### src/rtl/odrgb_pkg.sv
package odrgb_pkg;

    // Field widths of the pixel word and the result word.
    localparam int COORD_W   = 12;
    localparam int CHAN_W    = 8;
    localparam int LEVELS_W  = 9;

    // Only the low COORD_BITS bits of each coordinate select a threshold.
    localparam int COORD_BITS = 12;
    localparam logic [COORD_W-1:0] COORD_MASK = COORD_W'((33'd1 << COORD_BITS) - 33'd1);

    // Configuration port.
    localparam int CFG_IDX_W  = 1;
    localparam int CFG_DATA_W = 9;
    localparam logic [CFG_IDX_W-1:0] CFG_MAP_SIZE = 1'b0;
    localparam logic [CFG_IDX_W-1:0] CFG_LEVELS   = 1'b1;

    // Threshold map selector codes.
    localparam logic [1:0] MAP_2X2 = 2'd0;
    localparam logic [1:0] MAP_3X3 = 2'd1;
    localparam logic [1:0] MAP_4X4 = 2'd2;
    localparam logic [1:0] MAP_6X6 = 2'd3;

    localparam int THR_W = 6;
    localparam int NN2_W = 7;

    // Threshold maps, each padded with zeros to 6x6.
    localparam logic [THR_W-1:0] THR_TAB [4][6][6] = '{
        '{'{6'd0, 6'd2, 6'd0, 6'd0, 6'd0, 6'd0},
          '{6'd3, 6'd1, 6'd0, 6'd0, 6'd0, 6'd0},
          '{6'd0, 6'd0, 6'd0, 6'd0, 6'd0, 6'd0},
          '{6'd0, 6'd0, 6'd0, 6'd0, 6'd0, 6'd0},
          '{6'd0, 6'd0, 6'd0, 6'd0, 6'd0, 6'd0},
          '{6'd0, 6'd0, 6'd0, 6'd0, 6'd0, 6'd0}},
        '{'{6'd6, 6'd8, 6'd4, 6'd0, 6'd0, 6'd0},
          '{6'd1, 6'd0, 6'd3, 6'd0, 6'd0, 6'd0},
          '{6'd5, 6'd2, 6'd7, 6'd0, 6'd0, 6'd0},
          '{6'd0, 6'd0, 6'd0, 6'd0, 6'd0, 6'd0},
          '{6'd0, 6'd0, 6'd0, 6'd0, 6'd0, 6'd0},
          '{6'd0, 6'd0, 6'd0, 6'd0, 6'd0, 6'd0}},
        '{'{6'd0,  6'd8,  6'd2,  6'd10, 6'd0, 6'd0},
          '{6'd12, 6'd4,  6'd14, 6'd6,  6'd0, 6'd0},
          '{6'd3,  6'd11, 6'd1,  6'd9,  6'd0, 6'd0},
          '{6'd15, 6'd7,  6'd13, 6'd5,  6'd0, 6'd0},
          '{6'd0,  6'd0,  6'd0,  6'd0,  6'd0, 6'd0},
          '{6'd0,  6'd0,  6'd0,  6'd0,  6'd0, 6'd0}},
        '{'{6'd0,  6'd32, 6'd8,  6'd40, 6'd2,  6'd34},
          '{6'd48, 6'd16, 6'd56, 6'd24, 6'd50, 6'd18},
          '{6'd12, 6'd44, 6'd4,  6'd36, 6'd14, 6'd46},
          '{6'd60, 6'd28, 6'd52, 6'd20, 6'd62, 6'd30},
          '{6'd3,  6'd35, 6'd11, 6'd43, 6'd1,  6'd33},
          '{6'd51, 6'd19, 6'd59, 6'd27, 6'd49, 6'd17}}
    };

    typedef struct packed {
        logic [COORD_W-1:0] pixel_column;
        logic [COORD_W-1:0] pixel_row;
        logic [CHAN_W-1:0]  red_in;
        logic [CHAN_W-1:0]  green_in;
        logic [CHAN_W-1:0]  blue_in;
    } odrgb_pixel_t;

    typedef struct packed {
        logic [CHAN_W-1:0] red_out;
        logic [CHAN_W-1:0] green_out;
        logic [CHAN_W-1:0] blue_out;
    } odrgb_result_t;

    // Per-pixel values shared by all channel lanes.
    typedef struct packed {
        logic [THR_W-1:0]    thr;   // threshold t
        logic [NN2_W-1:0]    nn2;   // 2*N*N
        logic [LEVELS_W-1:0] lv;    // clamped level count
        logic [CHAN_W-1:0]   dm1;   // lv - 1
    } odrgb_side_t;

endpackage

### src/rtl/ordered_dither_rgb_top.sv
// Ordered (Bayer) multilevel dithering of one RGB pixel word per clock.
// A word accepted at a rising edge passes the input register, the lane stages
// and the merge register; its result then shows, with done high, for exactly one cycle.
// Throughput: one word per cycle; busy is always low and the receiver cannot stall.
// Reset (rst_n, asynchronous, active low) empties the pipeline and sets the
// map size to 2x2 and the level count to 2.
module ordered_dither_rgb_top (
    input  logic                                clk,
    input  logic                                rst_n,
    input  logic                                start,
    output logic                                busy,
    input  odrgb_pkg::odrgb_pixel_t             pixel,
    output logic                                done,
    output odrgb_pkg::odrgb_result_t            result,
    input  logic                                cfg_we,
    input  logic [odrgb_pkg::CFG_IDX_W-1:0]     cfg_index,
    input  logic [odrgb_pkg::CFG_DATA_W-1:0]    cfg_data
);
    import odrgb_pkg::*;

    // Pipeline overview. The input stage latches the pixel word together with
    // the threshold taken from the map at (row mod N, column mod N) and the
    // clamped level count. Three identical channel lanes then run five stages
    // each: the product v*L, the split by 255 into quotient and remainder, the
    // threshold compare with clamp to L-1, and two stages of a restoring
    // divider that rescales q*255 by L-1. A final merge register gathers the
    // three lanes into the result word and raises done.

    localparam int LANE_STAGES = 5;

    logic [1:0]          map_size_reg;
    logic [LEVELS_W-1:0] levels_reg;

    logic [LANE_STAGES:0] vld_reg, vld_next;
    odrgb_pixel_t         pix_reg;
    odrgb_side_t          side_reg, side_next;
    odrgb_result_t        result_reg, result_next;
    logic                 done_reg;

    logic                 accept;
    logic [LEVELS_W-1:0]  lv_clamped;

    // The block never refuses a word: every stage advances each cycle.
    assign busy   = 1'b0;
    assign accept = start & ~busy;

    // Configuration writes land directly in the registers.
    always_ff @(posedge clk or negedge rst_n)
    begin
        if (!rst_n)
        begin
            map_size_reg <= MAP_2X2;
            levels_reg   <= 9'd2;
        end
        else if (cfg_we)
        begin
            case (cfg_index)
                CFG_MAP_SIZE: map_size_reg <= cfg_data[1:0];
                CFG_LEVELS:   levels_reg   <= cfg_data[LEVELS_W-1:0];
                default:      ;
            endcase
        end
    end

    // Level counts outside 2..256 are pinned to the nearest end.
    always_comb
    begin
        if (levels_reg < 9'd2)
        begin
            lv_clamped = 9'd2;
        end
        else if (levels_reg > 9'd256)
        begin
            lv_clamped = 9'd256;
        end
        else
        begin
            lv_clamped = levels_reg;
        end
    end

    odrgb_thr u_thr (
        .column  (pixel.pixel_column),
        .row     (pixel.pixel_row),
        .map_sel (map_size_reg),
        .thr     (side_next.thr),
        .nn2     (side_next.nn2)
    );

    assign side_next.lv  = lv_clamped;
    assign side_next.dm1 = 8'(lv_clamped - 9'd1);

    // Valid bits follow each word down the lanes; the payload needs no reset.
    assign vld_next = {vld_reg[LANE_STAGES-1:0], accept};

    always_ff @(posedge clk or negedge rst_n)
    begin
        if (!rst_n)
        begin
            vld_reg  <= '0;
            done_reg <= 1'b0;
        end
        else
        begin
            vld_reg  <= vld_next;
            done_reg <= vld_reg[LANE_STAGES];
        end
    end

    always_ff @(posedge clk)
    begin
        if (accept)
        begin
            pix_reg  <= pixel;
            side_reg <= side_next;
        end
    end

    odrgb_lane u_lane_red (
        .clk    (clk),
        .value  (pix_reg.red_in),
        .side   (side_reg),
        .result (result_next.red_out)
    );

    odrgb_lane u_lane_green (
        .clk    (clk),
        .value  (pix_reg.green_in),
        .side   (side_reg),
        .result (result_next.green_out)
    );

    odrgb_lane u_lane_blue (
        .clk    (clk),
        .value  (pix_reg.blue_in),
        .side   (side_reg),
        .result (result_next.blue_out)
    );

    // Merge stage: the three lane results become one result word.
    always_ff @(posedge clk)
    begin
        if (vld_reg[LANE_STAGES])
        begin
            result_reg <= result_next;
        end
    end

    assign done   = done_reg;
    assign result = result_reg;

endmodule

### src/rtl/odrgb_thr.sv
module odrgb_thr (
    input  logic [odrgb_pkg::COORD_W-1:0] column,
    input  logic [odrgb_pkg::COORD_W-1:0] row,
    input  logic [1:0]                    map_sel,
    output logic [odrgb_pkg::THR_W-1:0]   thr,
    output logic [odrgb_pkg::NN2_W-1:0]   nn2
);
    import odrgb_pkg::*;

    localparam int PAIRS = (COORD_W + 1) / 2;

    // Residue mod 3 from the sum of base-4 digits, since 4 is 1 mod 3.
    function automatic logic [1:0] mod3(input logic [COORD_W-1:0] x);
        logic [2*PAIRS-1:0] xp;
        logic [4:0]         s;
        logic [2:0]         s2;
        logic [2:0]         s3;
        xp = (2*PAIRS)'(x);
        s  = '0;
        for (int i = 0; i < PAIRS; i++)
        begin
            s = s + 5'(xp[2*i +: 2]);
        end
        s2 = 3'(s[1:0]) + 3'(s[3:2]) + 3'(s[4]);
        s3 = 3'(s2[1:0]) + 3'(s2[2]);
        if (s3 >= 3'd3)
        begin
            s3 = s3 - 3'd3;
        end
        return s3[1:0];
    endfunction

    // Residue mod 6 joins the parity and the residue mod 3.
    function automatic logic [2:0] mod6(input logic [COORD_W-1:0] x);
        logic [1:0] m3;
        m3 = mod3(x);
        return (m3[0] == x[0]) ? 3'(m3) : 3'(m3) + 3'd3;
    endfunction

    logic [COORD_W-1:0] col_m;
    logic [COORD_W-1:0] row_m;
    logic [2:0]         col_idx;
    logic [2:0]         row_idx;

    assign col_m = column & COORD_MASK;
    assign row_m = row & COORD_MASK;

    always_comb
    begin
        case (map_sel)
            MAP_3X3:
            begin
                col_idx = 3'(mod3(col_m));
                row_idx = 3'(mod3(row_m));
                nn2     = 7'd18;
            end
            MAP_4X4:
            begin
                col_idx = 3'(col_m[1:0]);
                row_idx = 3'(row_m[1:0]);
                nn2     = 7'd32;
            end
            MAP_6X6:
            begin
                col_idx = mod6(col_m);
                row_idx = mod6(row_m);
                nn2     = 7'd72;
            end
            default:
            begin
                col_idx = 3'(col_m[0]);
                row_idx = 3'(row_m[0]);
                nn2     = 7'd8;
            end
        endcase
    end

    assign thr = THR_TAB[map_sel][row_idx][col_idx];

endmodule

### src/rtl/odrgb_lane.sv
module odrgb_lane (
    input  logic                         clk,
    input  logic [odrgb_pkg::CHAN_W-1:0] value,
    input  odrgb_pkg::odrgb_side_t       side,
    output logic [odrgb_pkg::CHAN_W-1:0] result
);
    import odrgb_pkg::*;

    // Stage 1: product v * L.
    logic [15:0]  prod_reg, prod_next;
    odrgb_side_t  s1_side_reg;

    // Stage 2: quotient and remainder of the product by 255.
    logic [8:0]   q_reg, q_next;
    logic [7:0]   r_reg, r_next;
    odrgb_side_t  s2_side_reg;

    // Stage 3: threshold bump and clamp to L-1.
    logic [7:0]   qc_reg, qc_next;
    logic [7:0]   s3_dm1_reg;

    // Stages 4 and 5: q*255 / (L-1), four quotient bits per stage.
    logic [7:0]   rem_reg, rem_next;
    logic [3:0]   qh_reg, qh_next;
    logic [3:0]   xl_reg, xl_next;
    logic [7:0]   s4_dm1_reg;
    logic [7:0]   result_reg, result_next;

    logic [8:0]   q_est;
    logic [8:0]   r_est;
    logic         r_wrap;
    logic [14:0]  lhs;
    logic [14:0]  rhs;
    logic [6:0]   odd_thr;
    logic [8:0]   q_bump;
    logic [15:0]  scaled;

    assign prod_next = 16'(value) * 16'(side.lv);

    // prod/256 undershoots prod/255 by at most one, so one correction suffices.
    assign q_est  = 9'(prod_reg[15:8]);
    assign r_est  = 9'(prod_reg[7:0]) + q_est;
    assign r_wrap = (r_est >= 9'd255);
    assign q_next = q_est + 9'(r_wrap);
    assign r_next = r_wrap ? 8'(r_est - 9'd255) : r_est[7:0];

    assign lhs     = 15'(s2_side_reg.nn2) * 15'(r_reg);
    assign odd_thr = {s2_side_reg.thr, 1'b1};
    assign rhs     = (15'(odd_thr) << 8) - 15'(odd_thr);
    assign q_bump  = q_reg + 9'(lhs > rhs);
    assign qc_next = (q_bump > 9'(s2_side_reg.dm1)) ? s2_side_reg.dm1 : q_bump[7:0];

    assign scaled = (16'(qc_reg) << 8) - 16'(qc_reg);

    always_comb
    begin
        logic [8:0] trial;
        logic [7:0] rem;
        rem = scaled[15:8];
        for (int i = 7; i >= 4; i--)
        begin
            trial = {rem, scaled[i]};
            if (trial >= {1'b0, s3_dm1_reg})
            begin
                rem            = 8'(trial - {1'b0, s3_dm1_reg});
                qh_next[i - 4] = 1'b1;
            end
            else
            begin
                rem            = trial[7:0];
                qh_next[i - 4] = 1'b0;
            end
        end
        rem_next = rem;
    end

    assign xl_next = scaled[3:0];

    always_comb
    begin
        logic [8:0] trial;
        logic [7:0] rem;
        logic [3:0] ql;
        rem = rem_reg;
        for (int i = 3; i >= 0; i--)
        begin
            trial = {rem, xl_reg[i]};
            if (trial >= {1'b0, s4_dm1_reg})
            begin
                rem   = 8'(trial - {1'b0, s4_dm1_reg});
                ql[i] = 1'b1;
            end
            else
            begin
                rem   = trial[7:0];
                ql[i] = 1'b0;
            end
        end
        result_next = {qh_reg, ql};
    end

    always_ff @(posedge clk)
    begin
        prod_reg    <= prod_next;
        s1_side_reg <= side;
        q_reg       <= q_next;
        r_reg       <= r_next;
        s2_side_reg <= s1_side_reg;
        qc_reg      <= qc_next;
        s3_dm1_reg  <= s2_side_reg.dm1;
        rem_reg     <= rem_next;
        qh_reg      <= qh_next;
        xl_reg      <= xl_next;
        s4_dm1_reg  <= s3_dm1_reg;
        result_reg  <= result_next;
    end

    assign result = result_reg;

endmodule

### config.mk
export PLATFORM = sky130hd
export DESIGN_NAME = ordered_dither_rgb_top
export DESIGN_NICKNAME = d
export VERILOG_FILES = /design/src/rtl/odrgb_pkg.sv /design/src/rtl/ordered_dither_rgb_top.sv /design/src/rtl/odrgb_thr.sv /design/src/rtl/odrgb_lane.sv
export SDC_FILE = /design/constraint.sdc
export NUM_CORES = 2
export LEC_CHECK = 0
export ABC_CLOCK_PERIOD_IN_PS = 11300
export BUFFER_PORTS_ARGS = -buffer_cell sky130_fd_sc_hd__buf_2
export CAP_MARGIN = 30
export CORE_MARGIN = 2
export CORE_UTILIZATION = 35
export DETAILED_ROUTE_END_ITERATION = 6
export PLACE_DENSITY = 0.59
export RECOVER_POWER = 50
export SYNTH_ARGS = -nofsm -noshare
export SYNTH_HDL_FRONTEND = slang
export SYNTH_SLANG_ARGS = --single-unit
### constraint.sdc
create_clock -name clk -period 11.3 [get_ports clk]
set_clock_uncertainty 0.2 [all_clocks]
set_input_delay 2.26 -clock clk [delete_from_list [all_inputs] [get_ports clk]]
set_output_delay 2.26 -clock clk [all_outputs]
set_load 0.01 [all_outputs]
==> reports/results.ini <==
[outcome]
status=finished, violations left
violations=capacitance limit, slew limit

[synth]
synth_nets=4300
synth.top_cells.by_area=ha_1 19%, dfxtp_1 15%, fa_1 14%, edfxtp_1 6.8%, inv_1 4.9%
synth_seq_area_share=0.232
ys_ff_latch=340
synth_edf_count=75
yosysUniqueCellTypes=87
synth_area_per_cell_um2=9.43
synthFlopType=dfxtp_1
synthArstFlopShare=0.0529
synth_cells=3501
synth_top_area_share=0.195
yosys.area.top_type=ha_1
synth_area_um2=33000
synth-warning-count=0

[placed_design]
dp.final_hpwl_um=56700
portBuffers=86
placed_area_um2=35000
gp_congestion=0.864
dpl.cell_count=4808

[grt]
grt_start_max_net_pins=45
grt_pass1_vias=24100
grt_use_total=0.150
antenna_found_initial=1
grt_pass1_wl_um=121000
grt_overflow=0

[sta]
holdWs_ns=0.124
hold_violations=0
setup_viol_count_final=0
tightest_slew_ns=2.54
report.final.slew_viol_count=71
finalCritPeriodShare=0.908
tns_ns=0
rsz0062_at_grt=false
maxSlewHeadroom=-0.695
fmax_mhz=97.5
min_period_ns=10.26

[layout]
drive_above_1_share=0.0947
antenna_cells=0
largest_reg_flops=27
fin_nets=4397
instances_no_fill=4885
final_cell_area_um2=36300
area_growth_pct=10.0

[clocking]
clk_pin_slew_ns=0.05
cts_buffers=42
root_buffer=clkbuf_16
ctsResizeCount=0
ctsHoldBuffers=0
post-cts-setup-buffers=0
clk-insertion-delay-late_ns=0.57
cts.htree.levels=2
numClockSinks=340
cts_tree=yes
clk_path_buf_depth=3

[setup_path]
cp_data_arrival_time_ns=10.51
path_max_fanout=11
r2r_end=u_lane_blue.rem_reg[5]$_DFF_P_
startpoint_type=flop
cpMostUsedCell=ha_1
end_kind=flop
slowest_stage=or4b_2
required_ns=11.55
r2r_cells=40
path_class=reg -> reg
regToRegStartpoint=u_lane_blue.qc_reg[0]$_DFF_P_
max_stage_delay_ns=0.64
r2r_setup_slack_ns=1.04

[routing]
post-route-drc-count=0
top_layer_used=met4
totalWireLength_um=71900
drt_pass1_iterations=5
wl_met2_um=32900
viasPerCell=4.86
routedWlPerCell_um=14.7
num_vias=23800
met3WireLength_um=2610
drt-initial-drc-count=1097
m1WireLength_um=35000
postRouteAntennaNets=0

[worst_hold_path]
whs_path_depth=0
min_to=u_lane_blue.odd_thr[4]$_DFF_P_
min_from=u_lane_blue.s1_side_reg[27]$_DFF_P_
hold_class=reg -> reg

[die]
die_y_um=311
die_x_um=311
die_area_um2=96800
initial_core_util=0.353
rows=112
ios=88
coreArea_um2=93500

[job]
maxCapViolCount=2

[layout make-up]
cell class,count,area [µm²]
Clock buffer,54,1180
Clock inverter,23,198
Fill cell,9377,57100
Inverter,439,1650
Multi-Input combinational cell,2661,23500
Sequential cell,340,7650
Tap cell,1254,1570
Timing Repair Buffer,114,623
[cells by family (layout without fill, tap and decap cells)]
group / Yosys count / in the layout / share of synthesized area
muxes: 174 / 174 / 0.0588
buffers and inverters: 500 / 630 / 0.0578
adders and majority gates: 737 / 737 / 0.330
DFF: 340 / 340 / 0.232
AOI/OAI and AO/OA: 568 / 568 / 0.113
other: 1 / 1 / 0.000114
and+or+nand+nor: 932 / 932 / 0.142
xor gates and xnor gates: 249 / 249 / 0.0669
[how the worst max path moves through the flow]
stage	start	endpoint	slack, ns
after CTS	u_lane_blue.qc_reg[0]$_DFF_P_	u_lane_blue.rem_reg[5]$_DFF_P_	0.87
after detailed placement	u_lane_blue.qc_reg[0]$_DFF_P_	u_lane_blue.rem_reg[2]$_DFF_P_	0.92
after global placement	u_lane_blue.qc_reg[0]$_DFF_P_	u_lane_blue.rem_reg[5]$_DFF_P_	1.12
final	u_lane_blue.qc_reg[0]$_DFF_P_	u_lane_blue.rem_reg[5]$_DFF_P_	1.04
after global routing	u_lane_blue.qc_reg[0]$_DFF_P_	u_lane_blue.rem_reg[2]$_DFF_P_	0.007
after floorplan	u_lane_blue.qc_reg[0]$_DFF_P_	u_lane_blue.rem_reg[1]$_DFF_P_	2.15
[per-layer routing]
| metal | vias to the layer above | track usage |
|---|---|---|
| met4 | 0 | 0.0386 |
| met5 | - | 0 |
| met3 | 83 | 0.0183 |
| met2 | 369 | 0.255 |
| met1 | 11200 | 0.202 |
| li1 | 12100 | - |
[placed cells by master (no fill, tap or decap), types with 127 or more instances in the layout]
master and count:
xnor2_1 171, a21oi_1 141, dfxtp_1 247, ha_1 514
inv_1 435, nand2_1 271, fa_1 223, nor2_1 164
mux2_2 130, and2_1 161, o21ai_0 127
[cells in the mapped netlist (55+ instances only)]
| cell | n |
|---|---|
| a21o_1 | 58 |
| a21oi_1 | 141 |
| and2_1 | 170 |
| mux2_2 | 130 |
| ha_1 | 514 |
| o21ai_0 | 128 |
| fa_1 | 223 |
| edfxtp_1 | 75 |
| dfxtp_1 | 247 |
| nand2_1 | 271 |
| xor2_1 | 76 |
| inv_1 | 435 |
| nor2b_1 | 74 |
| nor2_1 | 164 |
| xnor2_1 | 171 |
| nand3_1 | 55 |
[critical path: cells and delay by family (launching register included)]
family | cells | cell delay, ns
fa+ha+maj | 5 | 1.30
flops | 1 | 0.36
mux | 5 | 2.00
simple gates | 10 | 2.35
compound gates | 17 | 3.68
buf+inv | 3 | 0.25
[stage by stage]
| stage | util | worst slack (ns) |
|---|---|---|
| after floorplan | - | 2.15 |
| after global placement | 0.374 | 1.12 |
| after detailed placement | 0.374 | 0.922 |
| after CTS | 0.389 | 0.866 |
| after global routing | 0.389 | 0.00719 |
| final | 0.389 | 1.04 |
Power is not shown: default switching activity piles up to over one toggle a cycle in this logic, so the estimate is an artifact.
